### src/hdl/yaw_angle_pid_macros.svh
// ----------------------------------------------------------------------------
// yaw_angle_pid_macros.svh
// Assertion macros for the heading controller; empty when SYNTH is defined.
// ----------------------------------------------------------------------------
`ifndef YAW_ANGLE_PID_MACROS_SVH
`define YAW_ANGLE_PID_MACROS_SVH
`ifndef SYNTH
// ante implies cons in the same cycle
`define YAP_ASSERT_IMP(label, clk, rst, ante, cons) \
  label: assert property (@(posedge clk) disable iff (rst) (ante) |-> (cons)) \
    else $error("yaw_angle_pid: implication check failed");
// ante implies cons in the next cycle
`define YAP_ASSERT_NXT(label, clk, rst, ante, cons) \
  label: assert property (@(posedge clk) disable iff (rst) (ante) |=> (cons)) \
    else $error("yaw_angle_pid: next-cycle check failed");
`else
`define YAP_ASSERT_IMP(label, clk, rst, ante, cons)
`define YAP_ASSERT_NXT(label, clk, rst, ante, cons)
`endif
`endif

### src/hdl/yap_pkg.sv
// ----------------------------------------------------------------------------
// yap_pkg
// Widths, constants, register codes and sequencer states of the heading PID.
// ----------------------------------------------------------------------------
package yap_pkg;

  localparam int ANGLE_W    = 15;
  localparam int ERR_W      = 16;
  localparam int DELTA_W    = 17;
  localparam int GAIN_W     = 16;
  localparam int LIMIT_W    = 20;
  localparam int DRIVE_W    = 21;
  localparam int INTEG_W    = 24;
  localparam int FRAC_W     = 8;
  localparam int TOTAL_W    = 34;
  localparam int REG_IDX_W  = 3;
  localparam int REG_DATA_W = 24;

  localparam int HISTORY_DEPTH_DEF = 3;

  localparam logic signed [DELTA_W-1:0] HALF_TURN = 17'sd11520;
  localparam logic signed [DELTA_W-1:0] FULL_TURN = 17'sd23040;
  localparam logic signed [DELTA_W-1:0] ERR_LIMIT = 17'sd23040;

  localparam logic [LIMIT_W-1:0]        DRIVE_LIMIT_RST = 20'hFFFFF;
  localparam logic signed [INTEG_W-1:0] INTEG_MAX_RST   = 24'sh7FFFFF;
  localparam logic signed [INTEG_W-1:0] INTEG_MIN_RST   = 24'sh800000;

  typedef enum logic [REG_IDX_W-1:0] {
    REG_TARGET_ANGLE = 3'd0,
    REG_PROP_GAIN    = 3'd1,
    REG_INTEG_GAIN   = 3'd2,
    REG_DERIV_GAIN   = 3'd3,
    REG_DRIVE_LIMIT  = 3'd4,
    REG_INTEG_MAX    = 3'd5,
    REG_INTEG_MIN    = 3'd6
  } yap_reg_t;

  typedef enum logic [3:0] {
    S_IDLE,
    S_ERR,
    S_HIST,
    S_SUM,
    S_DSTART,
    S_DIV,
    S_MSTART,
    S_MUL,
    S_TERM,
    S_TOTAL,
    S_CLAMP
  } yap_state_t;

endpackage

### src/hdl/yap_in_if.sv
// ----------------------------------------------------------------------------
// yap_in_if
// Sample channel: one measured heading per beat.
// ----------------------------------------------------------------------------
interface yap_in_if
  import yap_pkg::*;
();
  logic                      valid;
  logic                      ready;
  logic signed [ANGLE_W-1:0] measured_angle;

  modport source (output valid, output measured_angle, input ready);
  modport sink   (input valid, input measured_angle, output ready);
endinterface

### src/hdl/yap_out_if.sv
// ----------------------------------------------------------------------------
// yap_out_if
// Command channel: controller drive and wrapped heading error per beat.
// ----------------------------------------------------------------------------
interface yap_out_if
  import yap_pkg::*;
();
  logic                      valid;
  logic                      ready;
  logic signed [DRIVE_W-1:0] drive;
  logic signed [ERR_W-1:0]   heading_error;

  modport source (output valid, output drive, output heading_error, input ready);
  modport sink   (input valid, input drive, input heading_error, output ready);
endinterface

### src/hdl/yap_mul.sv
// ----------------------------------------------------------------------------
// yap_mul
// Bit-serial signed multiplier: one gain bit per cycle, narrow add, partial
// product shifted right each step.
// ----------------------------------------------------------------------------
module yap_mul
  import yap_pkg::*;
#(
  parameter int A_W = ERR_W
) (
  input  logic                            clk,
  input  logic                            rst,
  input  logic                            start,
  input  logic signed [A_W-1:0]           a,
  input  logic signed [GAIN_W-1:0]        b,
  output logic                            done,
  output logic signed [A_W+GAIN_W-1:0]    product
);

  localparam int CNT_W = $clog2(GAIN_W);

  logic signed [A_W-1:0]  mcand;
  logic [GAIN_W-1:0]      mplier;
  logic signed [A_W:0]    hi;
  logic [GAIN_W-1:0]      lo;
  logic [CNT_W-1:0]       cnt;
  logic                   busy;
  logic                   last;
  logic signed [A_W+1:0]  addend;
  logic signed [A_W+1:0]  partial;

  assign last = (cnt == CNT_W'(GAIN_W - 1));

  // sign bit of the gain carries negative weight
  always_comb begin
    addend = '0;
    if (mplier[0]) begin
      if (last) begin
        addend = -{{2{mcand[A_W-1]}}, mcand};
      end else begin
        addend = {{2{mcand[A_W-1]}}, mcand};
      end
    end
    partial = {hi[A_W], hi} + addend;
  end

  always_ff @(posedge clk) begin
    if (start) begin
      mcand  <= a;
      mplier <= b;
      hi     <= '0;
      lo     <= '0;
    end else if (busy) begin
      hi     <= partial[A_W+1:1];
      lo     <= {partial[0], lo[GAIN_W-1:1]};
      mplier <= {1'b0, mplier[GAIN_W-1:1]};
    end
  end

  always_ff @(posedge clk) begin
    if (rst) begin
      busy <= 1'b0;
      done <= 1'b0;
      cnt  <= '0;
    end else begin
      done <= busy && last;
      if (start) begin
        busy <= 1'b1;
        cnt  <= '0;
      end else if (busy) begin
        cnt <= cnt + CNT_W'(1);
        if (last) begin
          busy <= 1'b0;
        end
      end
    end
  end

  assign product = {hi[A_W-1:0], lo};

endmodule

### src/hdl/yap_div.sv
// ----------------------------------------------------------------------------
// yap_div
// Restoring divider, one quotient bit per cycle; signed dividend by a small
// unsigned divisor, quotient truncated toward zero.
// ----------------------------------------------------------------------------
module yap_div
  import yap_pkg::*;
#(
  parameter int N_W = DELTA_W + 2,
  parameter int D_W = 2
) (
  input  logic                  clk,
  input  logic                  rst,
  input  logic                  start,
  input  logic signed [N_W-1:0] dividend,
  input  logic [D_W-1:0]        divisor,
  output logic                  done,
  output logic signed [N_W-1:0] quotient
);

  localparam int CNT_W = $clog2(N_W);

  logic [N_W-1:0]   mag;
  logic [D_W-1:0]   rem;
  logic [D_W-1:0]   dsor;
  logic             neg;
  logic             busy;
  logic [CNT_W-1:0] cnt;
  logic             last;
  logic [D_W:0]     shifted;
  logic [D_W:0]     trial;
  logic             fits;

  assign last    = (cnt == CNT_W'(N_W - 1));
  assign shifted = {rem, mag[N_W-1]};
  assign fits    = (shifted >= {1'b0, dsor});
  assign trial   = shifted - {1'b0, dsor};

  always_ff @(posedge clk) begin
    if (start) begin
      mag  <= dividend[N_W-1] ? N_W'(-dividend) : N_W'(dividend);
      neg  <= dividend[N_W-1];
      dsor <= divisor;
      rem  <= '0;
    end else if (busy) begin
      rem <= fits ? trial[D_W-1:0] : shifted[D_W-1:0];
      mag <= {mag[N_W-2:0], fits};
    end
  end

  always_ff @(posedge clk) begin
    if (rst) begin
      busy <= 1'b0;
      done <= 1'b0;
      cnt  <= '0;
    end else begin
      done <= busy && last;
      if (start) begin
        busy <= 1'b1;
        cnt  <= '0;
      end else if (busy) begin
        cnt <= cnt + CNT_W'(1);
        if (last) begin
          busy <= 1'b0;
        end
      end
    end
  end

  assign quotient = neg ? -$signed(mag) : $signed(mag);

endmodule

### src/hdl/yaw_angle_pid.sv
// ----------------------------------------------------------------------------
// yaw_angle_pid
// Heading PID controller with +/-180 degree wrap, serial arithmetic.
//
//   channel   dir  beat contents                     handshake
//   sample    in   measured_angle (s15)              valid/ready
//   command   out  drive (s21), heading_error (s16)  valid/ready
//   wr_*      in   wr_index (3), wr_data (24)        wr_en, no wait
//
// One beat at a time: a new sample is accepted only in idle, after the last
// beat has been loaded. The time per beat grows with n = held differences
// (1..HISTORY_DEPTH), SUM_W = 17 + clog2(depth): mostly the serial divider
// (SUM_W steps) and the three bit-serial gain multipliers (16 steps).
// Synchronous reset clears state; config is taken any cycle.
// A stalled command beat holds in the output register; the next sample is
// still accepted and computed, waiting only at the final load.
// ----------------------------------------------------------------------------
module yaw_angle_pid
  import yap_pkg::*;
#(
  parameter int HISTORY_DEPTH = HISTORY_DEPTH_DEF
) (
  input  logic                  clk,
  input  logic                  rst,
  yap_in_if.sink                sample,
  yap_out_if.source             command,
  input  logic                  wr_en,
  input  logic [REG_IDX_W-1:0]  wr_index,
  input  logic [REG_DATA_W-1:0] wr_data
);

`include "yaw_angle_pid_macros.svh"

  localparam int CNT_W = $clog2(HISTORY_DEPTH + 1);
  localparam int IDX_W = (HISTORY_DEPTH > 1) ? $clog2(HISTORY_DEPTH) : 1;
  localparam int SUM_W = DELTA_W + $clog2(HISTORY_DEPTH);

  // configuration
  logic signed [ANGLE_W-1:0] target_angle;
  logic signed [GAIN_W-1:0]  prop_gain;
  logic signed [GAIN_W-1:0]  integ_gain;
  logic signed [GAIN_W-1:0]  deriv_gain;
  logic [LIMIT_W-1:0]        drive_limit;
  logic signed [INTEG_W-1:0] integ_max;
  logic signed [INTEG_W-1:0] integ_min;

  yap_state_t state, state_next;

  logic signed [ANGLE_W-1:0] angle;
  logic signed [ERR_W-1:0]   err;
  logic signed [ERR_W-1:0]   err_next;
  logic signed [ERR_W-1:0]   prev_error;
  logic signed [INTEG_W-1:0] error_sum;
  logic signed [DELTA_W-1:0] hist [HISTORY_DEPTH];
  logic [CNT_W-1:0]          hist_count;
  logic                      hist_full;
  logic signed [DELTA_W-1:0] delta;
  logic signed [SUM_W-1:0]   sum_acc;
  logic [IDX_W-1:0]          sum_idx;
  logic                      sum_last;
  logic signed [SUM_W-1:0]   mean;

  logic signed [DELTA_W-1:0] err_raw;
  logic signed [DELTA_W-1:0] angle_wrap;
  logic signed [DELTA_W-1:0] err_wrap;
  logic signed [DELTA_W-1:0] err_sel;
  logic signed [INTEG_W:0]   integ_acc;

  logic                      div_start;
  logic                      div_done;
  logic signed [SUM_W-1:0]   quotient;
  logic                      mul_start;
  logic                      p_done;
  logic                      i_done;
  logic                      d_done;
  logic signed [ERR_W+GAIN_W-1:0]   p_prod;
  logic signed [INTEG_W+GAIN_W-1:0] i_prod;
  logic signed [SUM_W+GAIN_W-1:0]   d_prod;

  logic signed [ERR_W+GAIN_W-FRAC_W-1:0] p_sh;
  logic signed [DRIVE_W-1:0] lim_pos;
  logic signed [DRIVE_W-1:0] lim_neg;
  logic signed [DRIVE_W-1:0] p_term;
  logic signed [TOTAL_W-1:0] id_sum;
  logic signed [TOTAL_W-1:0] total;

  logic                      out_load;
  logic                      out_valid;
  logic signed [DRIVE_W-1:0] drive_q;
  logic signed [ERR_W-1:0]   heading_error_q;

  // -------------------------------------------------------------- config
  always_ff @(posedge clk) begin
    if (rst) begin
      target_angle <= '0;
      prop_gain    <= '0;
      integ_gain   <= '0;
      deriv_gain   <= '0;
      drive_limit  <= DRIVE_LIMIT_RST;
      integ_max    <= INTEG_MAX_RST;
      integ_min    <= INTEG_MIN_RST;
    end else if (wr_en) begin
      unique case (wr_index)
        REG_TARGET_ANGLE: target_angle <= wr_data[ANGLE_W-1:0];
        REG_PROP_GAIN:    prop_gain    <= wr_data[GAIN_W-1:0];
        REG_INTEG_GAIN:   integ_gain   <= wr_data[GAIN_W-1:0];
        REG_DERIV_GAIN:   deriv_gain   <= wr_data[GAIN_W-1:0];
        REG_DRIVE_LIMIT:  drive_limit  <= wr_data[LIMIT_W-1:0];
        REG_INTEG_MAX:    integ_max    <= wr_data[INTEG_W-1:0];
        REG_INTEG_MIN:    integ_min    <= wr_data[INTEG_W-1:0];
        default:          ;
      endcase
    end
  end

  // ----------------------------------------------------------- sequencer
  always_ff @(posedge clk) begin
    if (rst) begin
      state <= S_IDLE;
    end else begin
      state <= state_next;
    end
  end

  always_comb begin
    state_next   = state;
    sample.ready = 1'b0;
    div_start    = 1'b0;
    mul_start    = 1'b0;
    out_load     = 1'b0;
    unique case (state)
      S_IDLE: begin
        sample.ready = 1'b1;
        if (sample.valid) begin
          state_next = S_ERR;
        end
      end
      S_ERR:    state_next = S_HIST;
      S_HIST:   state_next = S_SUM;
      S_SUM: begin
        if (sum_last) begin
          state_next = S_DSTART;
        end
      end
      S_DSTART: begin
        div_start  = 1'b1;
        state_next = S_DIV;
      end
      S_DIV: begin
        if (div_done) begin
          state_next = S_MSTART;
        end
      end
      S_MSTART: begin
        mul_start  = 1'b1;
        state_next = S_MUL;
      end
      S_MUL: begin
        if (p_done) begin
          state_next = S_TERM;
        end
      end
      S_TERM:   state_next = S_TOTAL;
      S_TOTAL:  state_next = S_CLAMP;
      S_CLAMP: begin
        if (!out_valid || command.ready) begin
          out_load   = 1'b1;
          state_next = S_IDLE;
        end
      end
      default:  state_next = S_IDLE;
    endcase
  end

  // ----------------------------------------------------- error and wrap
  always_comb begin
    err_raw    = DELTA_W'(target_angle) - DELTA_W'(angle);
    angle_wrap = (angle > 0) ? DELTA_W'(angle) - FULL_TURN : DELTA_W'(angle) + FULL_TURN;
    err_wrap   = DELTA_W'(target_angle) - angle_wrap;
    err_sel    = (err_raw > HALF_TURN || err_raw < -HALF_TURN) ? err_wrap : err_raw;
    if (err_sel > ERR_LIMIT) begin
      err_next = ERR_W'(ERR_LIMIT);
    end else if (err_sel < -ERR_LIMIT) begin
      err_next = ERR_W'(-ERR_LIMIT);
    end else begin
      err_next = ERR_W'(err_sel);
    end
  end

  always_ff @(posedge clk) begin
    if (sample.valid && sample.ready) begin
      angle <= sample.measured_angle;
    end
    if (state == S_ERR) begin
      err <= err_next;
    end
  end

  // ------------------------------------------------ history, integrator
  assign delta     = DELTA_W'(err) - DELTA_W'(prev_error);
  assign hist_full = (hist_count == CNT_W'(HISTORY_DEPTH));
  assign integ_acc = (INTEG_W+1)'(error_sum) + (INTEG_W+1)'(err);

  always_ff @(posedge clk) begin
    if (rst) begin
      hist_count <= '0;
      prev_error <= '0;
      error_sum  <= '0;
    end else if (wr_en && wr_index == REG_TARGET_ANGLE) begin
      hist_count <= '0;
      prev_error <= '0;
    end else if (state == S_HIST) begin
      prev_error <= err;
      if (!hist_full) begin
        hist_count <= hist_count + CNT_W'(1);
      end
      priority if (integ_acc > (INTEG_W+1)'(integ_max)) begin
        error_sum <= integ_max;
      end else if (integ_acc < (INTEG_W+1)'(integ_min)) begin
        error_sum <= integ_min;
      end else begin
        error_sum <= INTEG_W'(integ_acc);
      end
    end
  end

  for (genvar k = 0; k < HISTORY_DEPTH; k++) begin : g_hist
    if (k == HISTORY_DEPTH - 1) begin : g_top
      always_ff @(posedge clk) begin
        if (state == S_HIST && (hist_full || hist_count[IDX_W-1:0] == IDX_W'(k))) begin
          hist[k] <= delta;
        end
      end
    end else begin : g_low
      always_ff @(posedge clk) begin
        if (state == S_HIST) begin
          if (hist_full) begin
            hist[k] <= hist[k+1];
          end else if (hist_count[IDX_W-1:0] == IDX_W'(k)) begin
            hist[k] <= delta;
          end
        end
      end
    end
  end

  // one held difference per cycle
  assign sum_last = (CNT_W'(sum_idx) == CNT_W'(hist_count - CNT_W'(1)));

  always_ff @(posedge clk) begin
    if (state == S_HIST) begin
      sum_acc <= '0;
      sum_idx <= '0;
    end else if (state == S_SUM) begin
      sum_acc <= sum_acc + SUM_W'(hist[sum_idx]);
      sum_idx <= sum_idx + IDX_W'(1);
    end
    if (state == S_DIV && div_done) begin
      mean <= quotient;
    end
  end

  yap_div #(
    .N_W (SUM_W),
    .D_W (CNT_W)
  ) u_div (
    .clk      (clk),
    .rst      (rst),
    .start    (div_start),
    .dividend (sum_acc),
    .divisor  (hist_count),
    .done     (div_done),
    .quotient (quotient)
  );

  // ---------------------------------------------------------- gain terms
  yap_mul #(.A_W(ERR_W)) u_mul_p (
    .clk     (clk),
    .rst     (rst),
    .start   (mul_start),
    .a       (err),
    .b       (prop_gain),
    .done    (p_done),
    .product (p_prod)
  );

  yap_mul #(.A_W(INTEG_W)) u_mul_i (
    .clk     (clk),
    .rst     (rst),
    .start   (mul_start),
    .a       (error_sum),
    .b       (integ_gain),
    .done    (i_done),
    .product (i_prod)
  );

  yap_mul #(.A_W(SUM_W)) u_mul_d (
    .clk     (clk),
    .rst     (rst),
    .start   (mul_start),
    .a       (mean),
    .b       (deriv_gain),
    .done    (d_done),
    .product (d_prod)
  );

  assign p_sh    = p_prod[ERR_W+GAIN_W-1:FRAC_W];
  assign lim_pos = $signed({1'b0, drive_limit});
  assign lim_neg = -lim_pos;

  always_ff @(posedge clk) begin
    if (state == S_TERM) begin
      priority if (p_sh > (ERR_W+GAIN_W-FRAC_W)'(lim_pos)) begin
        p_term <= lim_pos;
      end else if (p_sh < (ERR_W+GAIN_W-FRAC_W)'(lim_neg)) begin
        p_term <= lim_neg;
      end else begin
        p_term <= DRIVE_W'(p_sh);
      end
      id_sum <= TOTAL_W'($signed(i_prod[INTEG_W+GAIN_W-1:FRAC_W]))
              + TOTAL_W'($signed(d_prod[SUM_W+GAIN_W-1:FRAC_W]));
    end
    if (state == S_TOTAL) begin
      total <= id_sum + TOTAL_W'(p_term);
    end
  end

  // ------------------------------------------------------ output register
  always_ff @(posedge clk) begin
    if (out_load) begin
      heading_error_q <= err;
      priority if (total > TOTAL_W'(lim_pos)) begin
        drive_q <= lim_pos;
      end else if (total < TOTAL_W'(lim_neg)) begin
        drive_q <= lim_neg;
      end else begin
        drive_q <= DRIVE_W'(total);
      end
    end
  end

  always_ff @(posedge clk) begin
    if (rst) begin
      out_valid <= 1'b0;
    end else if (out_load) begin
      out_valid <= 1'b1;
    end else if (command.ready) begin
      out_valid <= 1'b0;
    end
  end

  assign command.valid         = out_valid;
  assign command.drive         = drive_q;
  assign command.heading_error = heading_error_q;

  // ----------------------------------------------------------- checks
  `YAP_ASSERT_IMP(a_mul_in_step, clk, rst, p_done, i_done && d_done && state == S_MUL)
  `YAP_ASSERT_IMP(a_div_in_state, clk, rst, div_done, state == S_DIV)
  `YAP_ASSERT_IMP(a_sum_has_entries, clk, rst, state == S_SUM, hist_count != '0)
  `YAP_ASSERT_NXT(a_hist_to_sum, clk, rst, state == S_HIST, state == S_SUM)
  `YAP_ASSERT_IMP(a_load_free, clk, rst, out_load, !out_valid || command.ready)

endmodule

### src/flat_wrapper.sv
// flat-port wrapper written by rule: the top's interface ports become plain ports
module yaw_angle_pid_flat import yap_pkg::*;
#(
  parameter int HISTORY_DEPTH = HISTORY_DEPTH_DEF
)
  (clk, rst, wr_en, wr_index, wr_data, sample_valid, sample_measured_angle, sample_ready, command_valid, command_drive, command_heading_error, command_ready);
  yap_in_if sample_i ();
  yap_out_if command_i ();
  input  logic clk;
  input  logic rst;
  input  logic wr_en;
  input  logic [REG_IDX_W-1:0] wr_index;
  input  logic [REG_DATA_W-1:0] wr_data;
  input wire logic [$bits(sample_i.valid)-1:0] sample_valid;
  input wire logic [$bits(sample_i.measured_angle)-1:0] sample_measured_angle;
  output wire logic [$bits(sample_i.ready)-1:0] sample_ready;
  output wire logic [$bits(command_i.valid)-1:0] command_valid;
  output wire logic [$bits(command_i.drive)-1:0] command_drive;
  output wire logic [$bits(command_i.heading_error)-1:0] command_heading_error;
  input wire logic [$bits(command_i.ready)-1:0] command_ready;
  assign sample_i.valid = sample_valid;
  assign sample_i.measured_angle = sample_measured_angle;
  assign sample_ready = sample_i.ready;
  assign command_valid = command_i.valid;
  assign command_drive = command_i.drive;
  assign command_heading_error = command_i.heading_error;
  assign command_i.ready = command_ready;
  yaw_angle_pid #(.HISTORY_DEPTH(HISTORY_DEPTH)) u_core (.clk(clk), .rst(rst), .sample(sample_i), .command(command_i), .wr_en(wr_en), .wr_index(wr_index), .wr_data(wr_data));
endmodule
### config.mk
export PLATFORM = sky130hd
export DESIGN_NAME = yaw_angle_pid_flat
export DESIGN_NICKNAME = d
export VERILOG_FILES = /design/src/hdl/yap_pkg.sv /design/src/hdl/yap_in_if.sv /design/src/hdl/yap_out_if.sv /design/src/hdl/yap_mul.sv /design/src/hdl/yap_div.sv /design/src/hdl/yaw_angle_pid.sv /design/src/flat_wrapper.sv
export VERILOG_INCLUDE_DIRS = /design/src /design/src/hdl
export SDC_FILE = /design/constraint.sdc
export NUM_CORES = 2
export LEC_CHECK = 0
export BUFFER_PORTS_ARGS = -buffer_cell sky130_fd_sc_hd__buf_2
export CORE_ASPECT_RATIO = 1.25
export CORE_MARGIN = 2
export CORE_UTILIZATION = 34
export CTS_CLUSTER_DIAMETER = 50
export DETAILED_ROUTE_END_ITERATION = 12
export GPL_TIMING_DRIVEN = 0
export PLACE_DENSITY = 0.56
export SLEW_MARGIN = 20
export SYNTH_ARGS = -nofsm -noshare
export SYNTH_HDL_FRONTEND = slang
export SYNTH_SLANG_ARGS = --single-unit
### constraint.sdc
create_clock -name clk -period 6.1 [get_ports clk]
set_input_delay 1.22 -clock clk [delete_from_list [all_inputs] [get_ports clk]]
set_output_delay 1.22 -clock clk [all_outputs]
set_load 0.05 [all_outputs]
### After elaboration in Yosys (flattened, before gate mapping)

Memory sizes are Yosys's and may differ from the RTL's. A register that Yosys moved wholly into a read port is not among the register bits.
Cells that the tools add are included.

| cells by class | value |
|---|---|
| mux-type cells | 68 |
| add/subtract/negate cells | 26 |
| bitwise operators | 4 |
| order comparisons | 12 |
| reduce and logical (&&, ||, !) cells | 32 |
| eq/ne operators | 29 |

Operators by type and width:

| operator | number |
|---|---|
| 16-bit two-way mux | 7 |
| 21-bit two-way mux | 4 |
| 19-bit two-way mux | 4 |
| 17-bit two-way mux | 4 |
| 26-bit two-way mux | 2 |
| 24-bit two-way mux | 2 |
| 4-bit case mux with 11 select lines | 1 |
| 20-bit two-way mux | 2 |
| 19-bit negator | 2 |
| 18-bit two-way mux | 2 |
| 34-bit by 21-bit adder with 34-bit output | 1 |
| 34-bit by 21-bit greater-than comparator with 1-bit output | 1 |
| 34-bit by 21-bit less-than comparator with 1-bit output | 1 |
| 32-bit by 27-bit adder with 33-bit output | 1 |
| 1-bit two-way mux | 32 |
| 26-bit adder | 1 |
| 26-bit negator | 1 |
| 24-bit by 16-bit adder with 25-bit output | 1 |
| 25-bit by 24-bit greater-than comparator with 1-bit output | 1 |
| 25-bit by 24-bit less-than comparator with 1-bit output | 1 |
| 4-bit equality test, second input constant | 6 |
| 24-bit by 21-bit greater-than comparator with 1-bit output | 1 |
| 24-bit by 21-bit less-than comparator with 1-bit output | 1 |
| 21-bit adder | 1 |
| 47 further kinds | 91 |

| word-level totals | value |
|---|---|
| logic and storage cells | 223 |
| input bits | 47 |
| memories kept | 1 |
| register bits after elaboration | 639 |
| bits in writable memories | 51 |
| output and inout bits | 39 |

Memories:

| name | depth | width | rd ports | clocked after memory_dff | write ports | RTL line | RTL |
|---|---|---|---|---|---|---|---|
| u_core.hist | 3 | 17 | 3 | 1 | 3 | yaw_angle_pid.sv:54 | `logic signed [DELTA_W-1:0] hist [HISTORY_DEPTH];` |

### Longest topological paths before layout

| logic depth | value |
|---|---|
| word-level depth | 6 |
| gate-level depth with buffers | 27 |
| depth with buffers taken out | 25 |

### Hierarchy

From an unflattened synthesis, not the netlist that was laid out.

| unflattened totals | value |
|---|---|
| cells, all modules | 4578 |
| area, all modules | 43115.1 µm² |

By module, submodules not included:

| module | times used | seq. area each (µm²) | area each (µm²) | cells an instance |
|---|---|---|---|---|
| yaw_angle_pid | 1 | 10810.4 | 27168.6 | 2938 |
| yap_mul at u_core.u_mul_i | 1 | 2142.1 | 5246.3 | 541 |
| yap_mul at u_core.u_mul_d | 1 | 1891.8 | 4545.6 | 463 |
| yap_mul at u_core.u_mul_p | 1 | 1741.7 | 3963.8 | 390 |
| yap_div | 1 | 840.8 | 2190.9 | 246 |

### Worst setup path after synthesis

OpenSTA, ideal clock, no wires.

| timing path | value |
|---|---|
| kind | reg-to-reg |
| start | register u_core.err[0] |
| end | register u_core.error_sum[12] |
| cell stages (with the launch flop) | 26 |
| setup time | 0.065 ns |
| data arrival time | 4.859 ns |
| buffers on the path | 2 |
| path slack | 1.176 ns |
| cells stage by stage | edfxtp_1 ha_1 inv_1 fa_1 nor2b_1 o21a_1 o21ai_0 a211o_1 a31oi_1 a21oi_1 a211oi_1 a21o_1 a21oi_1 xnor2_1 ha_1 a21o_1 a211oi_1 o21ai_0 o311ai_0 o21a_1 clkbuf_1 clkbuf_1 nor2_1 a211oi_1 a21oi_1 nor2_1 |

| between the ends | value |
|---|---|
| word-level cells in the longest chain between the ends | 4 |
| elaborated cells between the ends (all ways) | 5 |
| classes of those cells | 1 x add/sub; 2 x order compare; 2 x mux |

Ends and longest elaborated chain:

| element | RTL line | RTL |
|---|---|---|
| start, declared | yaw_angle_pid.sv:50 | `logic signed [ERR_W-1:0] err;` |
| start signal, assigned | yaw_angle_pid.sv:195 | `err <= err_next;` |
| 24-bit by 16-bit adder with 25-bit output (*) | yaw_angle_pid.sv:202 | `assign integ_acc = (INTEG_W+1)'(error_sum) + (INTEG_W+1)'(err);` |
| 25-bit by 24-bit less-than comparator with 1-bit output | yaw_angle_pid.sv:219 | `end else if (integ_acc < (INTEG_W+1)'(integ_min)) begin` |
| 24-bit two-way mux | yaw_angle_pid.sv:219 |  |
| 24-bit two-way mux (*) | yaw_angle_pid.sv:217 | `priority if (integ_acc > (INTEG_W+1)'(integ_max)) begin` |
| end signal, assigned | yaw_angle_pid.sv:218 | `error_sum <= integ_max;` |
| end signal, assigned | yaw_angle_pid.sv:220 | `error_sum <= integ_min;` |
| end signal, assigned | yaw_angle_pid.sv:222 | `error_sum <= INTEG_W'(integ_acc);` |
| end, declared | yaw_angle_pid.sv:53 | `logic signed [INTEG_W-1:0] error_sum;` |

Mark *: on every way between the ends. The rest lies on a longest branch, timed or not.
A chain may end at the register's enable or synchronous reset.

### Final worst setup path

| timing path | value |
|---|---|
| start | register u_core.drive_limit[0] |
| end | register u_core.drive_q[1], in the netlist u_core.command.drive[1] (data pin) |

| between the ends | value |
|---|---|
| word-level cells in the longest chain between the ends | 4 |
| elaborated cells between the ends (all ways) | 5 |
| classes of those cells | 1 x add/sub; 2 x order compare; 2 x mux |

Ends and longest elaborated chain:

| element | RTL line | RTL |
|---|---|---|
| start, declared | yaw_angle_pid.sv:43 | `logic [LIMIT_W-1:0] drive_limit;` |
| start signal, assigned | yaw_angle_pid.sv:108 | `REG_DRIVE_LIMIT: drive_limit <= wr_data[LIMIT_W-1:0];` |
| 20-bit negator with 21-bit output | yaw_angle_pid.sv:309 | `assign lim_neg = -lim_pos;` |
| 34-bit by 21-bit less-than comparator with 1-bit output | yaw_angle_pid.sv:334 | `end else if (total < TOTAL_W'(lim_neg)) begin` |
| 21-bit two-way mux | yaw_angle_pid.sv:334 |  |
| 20-bit two-way mux (*) | yaw_angle_pid.sv:332 | `priority if (total > TOTAL_W'(lim_pos)) begin` |
| end signal, assigned | yaw_angle_pid.sv:333 | `drive_q <= lim_pos;` |
| end signal, assigned | yaw_angle_pid.sv:335 | `drive_q <= lim_neg;` |
| end signal, assigned | yaw_angle_pid.sv:337 | `drive_q <= DRIVE_W'(total);` |
| end, declared | yaw_angle_pid.sv:89 | `logic signed [DRIVE_W-1:0] drive_q;` |

Marked as above.

==> results_dict.tcl <==
set metrics [dict create \
    status "finished, final reports clean" \
    period_share_pct 95.05 \
    worstSetupPathType "reg -> reg" \
    path_max_fanout 10 \
    num_vias 32710 \
    design.core.area_sq_mm 0.1199 \
    die_x_um 315.0 \
    place_ws_ns -0.8261 \
    clock_skew_ns 0.03123 \
    numPortBuffers 85 \
    post-route-drc-count 0 \
    dpl_cell_area_sq_mm 0.04376 \
    synth_area_sq_mm 0.04112 \
    cp.required_ns 6.50 \
    cts_root_buf "clkbuf_16" \
    arrival_ns 6.20 \
    grt_setup_unrepaired "yes" \
    clk_pin_slew_ns 0.06 \
    antenna_left 0 \
    ys_seq_area_share_pct 41.12 \
    cp_slowest_cell "a2111oi_4" \
    finalNetCount 5107 \
    area_growth_pct 13.96 \
    crit_chain "nor3_2, nand3_1, nor2_1, nand4_1, nor2_1, nand2_1, nor3_1, xnor2_1, inv_1, ha_1, a21o_1, a21o_1, a21o_1, a21o_1, a21oi_1, nor2_1, a2111oi_4, a31oi_1, nor2_2, clkbuf_4, clkbuf_2, mux2i_1, a21oi_1" \
    routed_wl_mm 117.2 \
    fin_cells 6339 \
    first_global_vias 31360 \
    grt_usage_pct 18.66 \
    cts_buffers 88 \
    drt_pass1_iterations 6 \
    syn_area_per_cell_sq_um 9.184 \
    cts_tree "built" \
    dpl.cell_count 6165 \
    setup_violations 0 \
    power_density_mw_per_mm2 338.2 \
    path_common_cell "a21o_1" \
    syn_nets 4907 \
    ys_ff_latch 667 \
    antenna_found_initial 6 \
    fin_area_sq_mm 0.04685 \
    ios 86 \
    finalSetupTns_ns 0 \
    slew_viol_final 0 \
    synthCells 4477 \
    yosys_warnings 0 \
    wl_per_cell_um 18.49 \
    p_leak_nw 18.81 \
    cts_buffer_depth 3 \
    overflow 0 \
    dp_hpwl_mm 91.19 \
    crit_path_end_kind "flop" \
    max_stage_delay_ns 0.42 \
    fin_crit_ns 5.798 \
    clock_latency_ns 0.71 \
    grt_pass1_wl_mm 179.4 \
    yosys.cell_types.count 90 \
    synthFlopType "edfxtp_1" \
    drtIter0Drc 2078 \
    worst_pin_slew_ns 1.151 \
    synthArstFlopShare_pct 0 \
    hold_path_class "reg -> reg" \
    grt_max_degree 51 \
    fmax_ghz 0.1725 \
    die_y_um 392.8 \
    htree_num_levels 3 \
    ir_drop_mv 0.2111 \
    place_congestion 0.9195 \
    synth_edf_count 355 \
    vias_per_cell 5.160 \
    finalHoldViolCount 0 \
    start_util_pct 34.28 \
    layout_setup_ws_ns 0.3019 \
    max_cap_viol_count 0 \
    die-area_sq_mm 0.1237 \
    cts.sink_count 667 \
    drive_gt1_share_pct 7.725 \
    relSlewSlack_pct 22.55 \
    power_mw 15.85 \
    critPathLaunchType "flop" \
    core.rowCount 142 \
]
## layer usage
metal / wire length, um / track usage, % / vias up
met3: 4239 / 2.130 / 189
met1: 50090 / 22.44 / 15450
met5: 0 / 0 / -
met2: 58140 / 33.21 / 607
met4: 4750 / 8.372 / 0
li1: - / - / 16470
## cells in the mapped netlist (16+ instances only)
library cell  instances  share of area, %
clkbuf_1            147               1.3
a21oi_1             369               4.5
edfxtp_1            355                26
nand2b_1             63              0.96
nand3b_1             36              0.66
o21bai_1             16              0.29
nand2_1             631               5.8
mux2i_1             137               3.3
nand4_1              45              0.68
o21a_1               53              0.97
a31oi_1              27              0.41
o31ai_1              24              0.44
buf_1                17              0.16
dfxtp_1             312                15
o211ai_1             19              0.35
a21o_1               88               1.6
or3_1                45              0.68
ha_1                373                11
nand3_1              71              0.86
xor2_1               93               2.0
and3_1               19              0.29
and2_1               60              0.91
nor3_1               94               1.1
a21boi_0             20              0.37
or2_2                22              0.33
a211oi_1             47              0.86
a211o_1              25              0.53
o21ai_0             199               2.4
xnor2_1             171               3.6
mux2_2               31              0.85
nor2_1              358               3.3
nor2b_1              58              0.88
inv_1               223               2.0
## worst max-delay path: cells and delay by family, from the launching register on
| family | cells | cell delay, ns |
|---|---|---|
| compound gates | 8 | 1.61 |
| xor+xnor | 1 | 0.25 |
| fa+ha+maj | 1 | 0.34 |
| buf+inv | 3 | 0.78 |
| flops | 1 | 0.36 |
| mux | 1 | 0.23 |
| simple gates | 9 | 1.93 |
## timing repair
action                     4_1_cts  5_1_grt
gates resized for setup          9       22
setup buffers                    5        2
hold buffers                     0        0
setup endpoints to repair       45       52
pin swaps                        0        0
## per-stage QoR
stage	hold slack [ns]	utilization, %
after floorplan	0.4003	-
after global placement	0.4016	36.29
after detailed placement	0.4045	36.49
after CTS	0.4180	39.00
after global routing	0.4246	39.06
final	0.4174	39.07
## cell type report
cell class / instances / area, sq um
antenna: 4 / 10.01
buffer: 167 / 654.4
clock buffer: 112 / 2425
clock inverter: 52 / 519.2
fill: 12100 / 73070
inverter: 226 / 852.1
multi-input combinational: 3416 / 22830
sequential: 667 / 16910
tap: 1584 / 1982
timing repair buffer: 111 / 671.9
## cells in the final DEF (no fill, tap or decap), drive strengths merged, types with 26 or more instances in the layout
master,Yosys,routed
inv,224,245
a21oi,369,369
a31oi,27,27
mux2,31,31
nor2,358,358
nor3,95,95
nand3b,36,36
or3,45,45
a21o,88,88
edfxtp,355,355
nand2b,63,63
nand3,71,71
a211oi,47,47
xnor2,171,171
and2,60,60
nor2b,58,58
ha,373,373
nand2,631,631
clkinv,2,26
o21ai,206,206
nand4,45,45
buf,21,132
dfxtp,312,312
o21a,54,54
clkbuf,147,258
xor2,93,93
mux2i,137,137
## path summary, 6_finish.rpt
check        slack, ns             startpoint                 endpoint  cells past startpoint
max               0.30  u_core.drive_limit[0]  u_core.command.drive[1]                     23
min               0.42         u_core.mean[0]  u_core.u_mul_d.mcand[0]                      0
max reg2reg       0.30  u_core.drive_limit[0]  u_core.command.drive[1]                     23
min reg2reg       0.42         u_core.mean[0]  u_core.u_mul_d.mcand[0]                      0
## state kept, by name, summed over array words and instances, names as in the netlist, 20 cells and up, named ones only
register and cells:
u_core.error_sum 24, u_core.integ_min 24, u_core.hist 51, u_core.id_sum 33
u_core.u_mul_i.hi 25, u_core.total 34, u_core.p_term 21, u_core.command.drive 21
u_core.u_mul_d.hi 20, u_core.u_mul_i.mcand 24, u_core.drive_limit 20, u_core.integ_max 24
## cells by family (layout without fill, tap and decap cells)
| family | count (synthesis) | in the layout | synth area share, % |
|---|---|---|---|
| buffers and inverters | 394 | 668 | 3.624 |
| adders and majority gates | 383 | 383 | 11.84 |
| AOI/OAI and AO/OA | 1030 | 1030 | 15.81 |
| other | 0 | 4 | 0 |
| and+or+nand+nor | 1571 | 1571 | 17.81 |
| DFF | 667 | 667 | 41.12 |
| muxes | 168 | 168 | 4.184 |
| xor gates and xnor gates | 264 | 264 | 5.624 |
## where the power goes
| part | total [mW] | internal, mW | leakage (nW) | switching, mW |
|---|---|---|---|---|
| logic | 4.89 | 1.99 | 11.6 | 2.90 |
| registers | 5.76 | 5.22 | 5.74 | 0.541 |
| clock network | 5.20 | 3.04 | 1.45 | 2.16 |
| total | 15.8 | 10.3 | 18.8 | 5.60 |
Note: power is estimated with default switching activity, not from simulation.
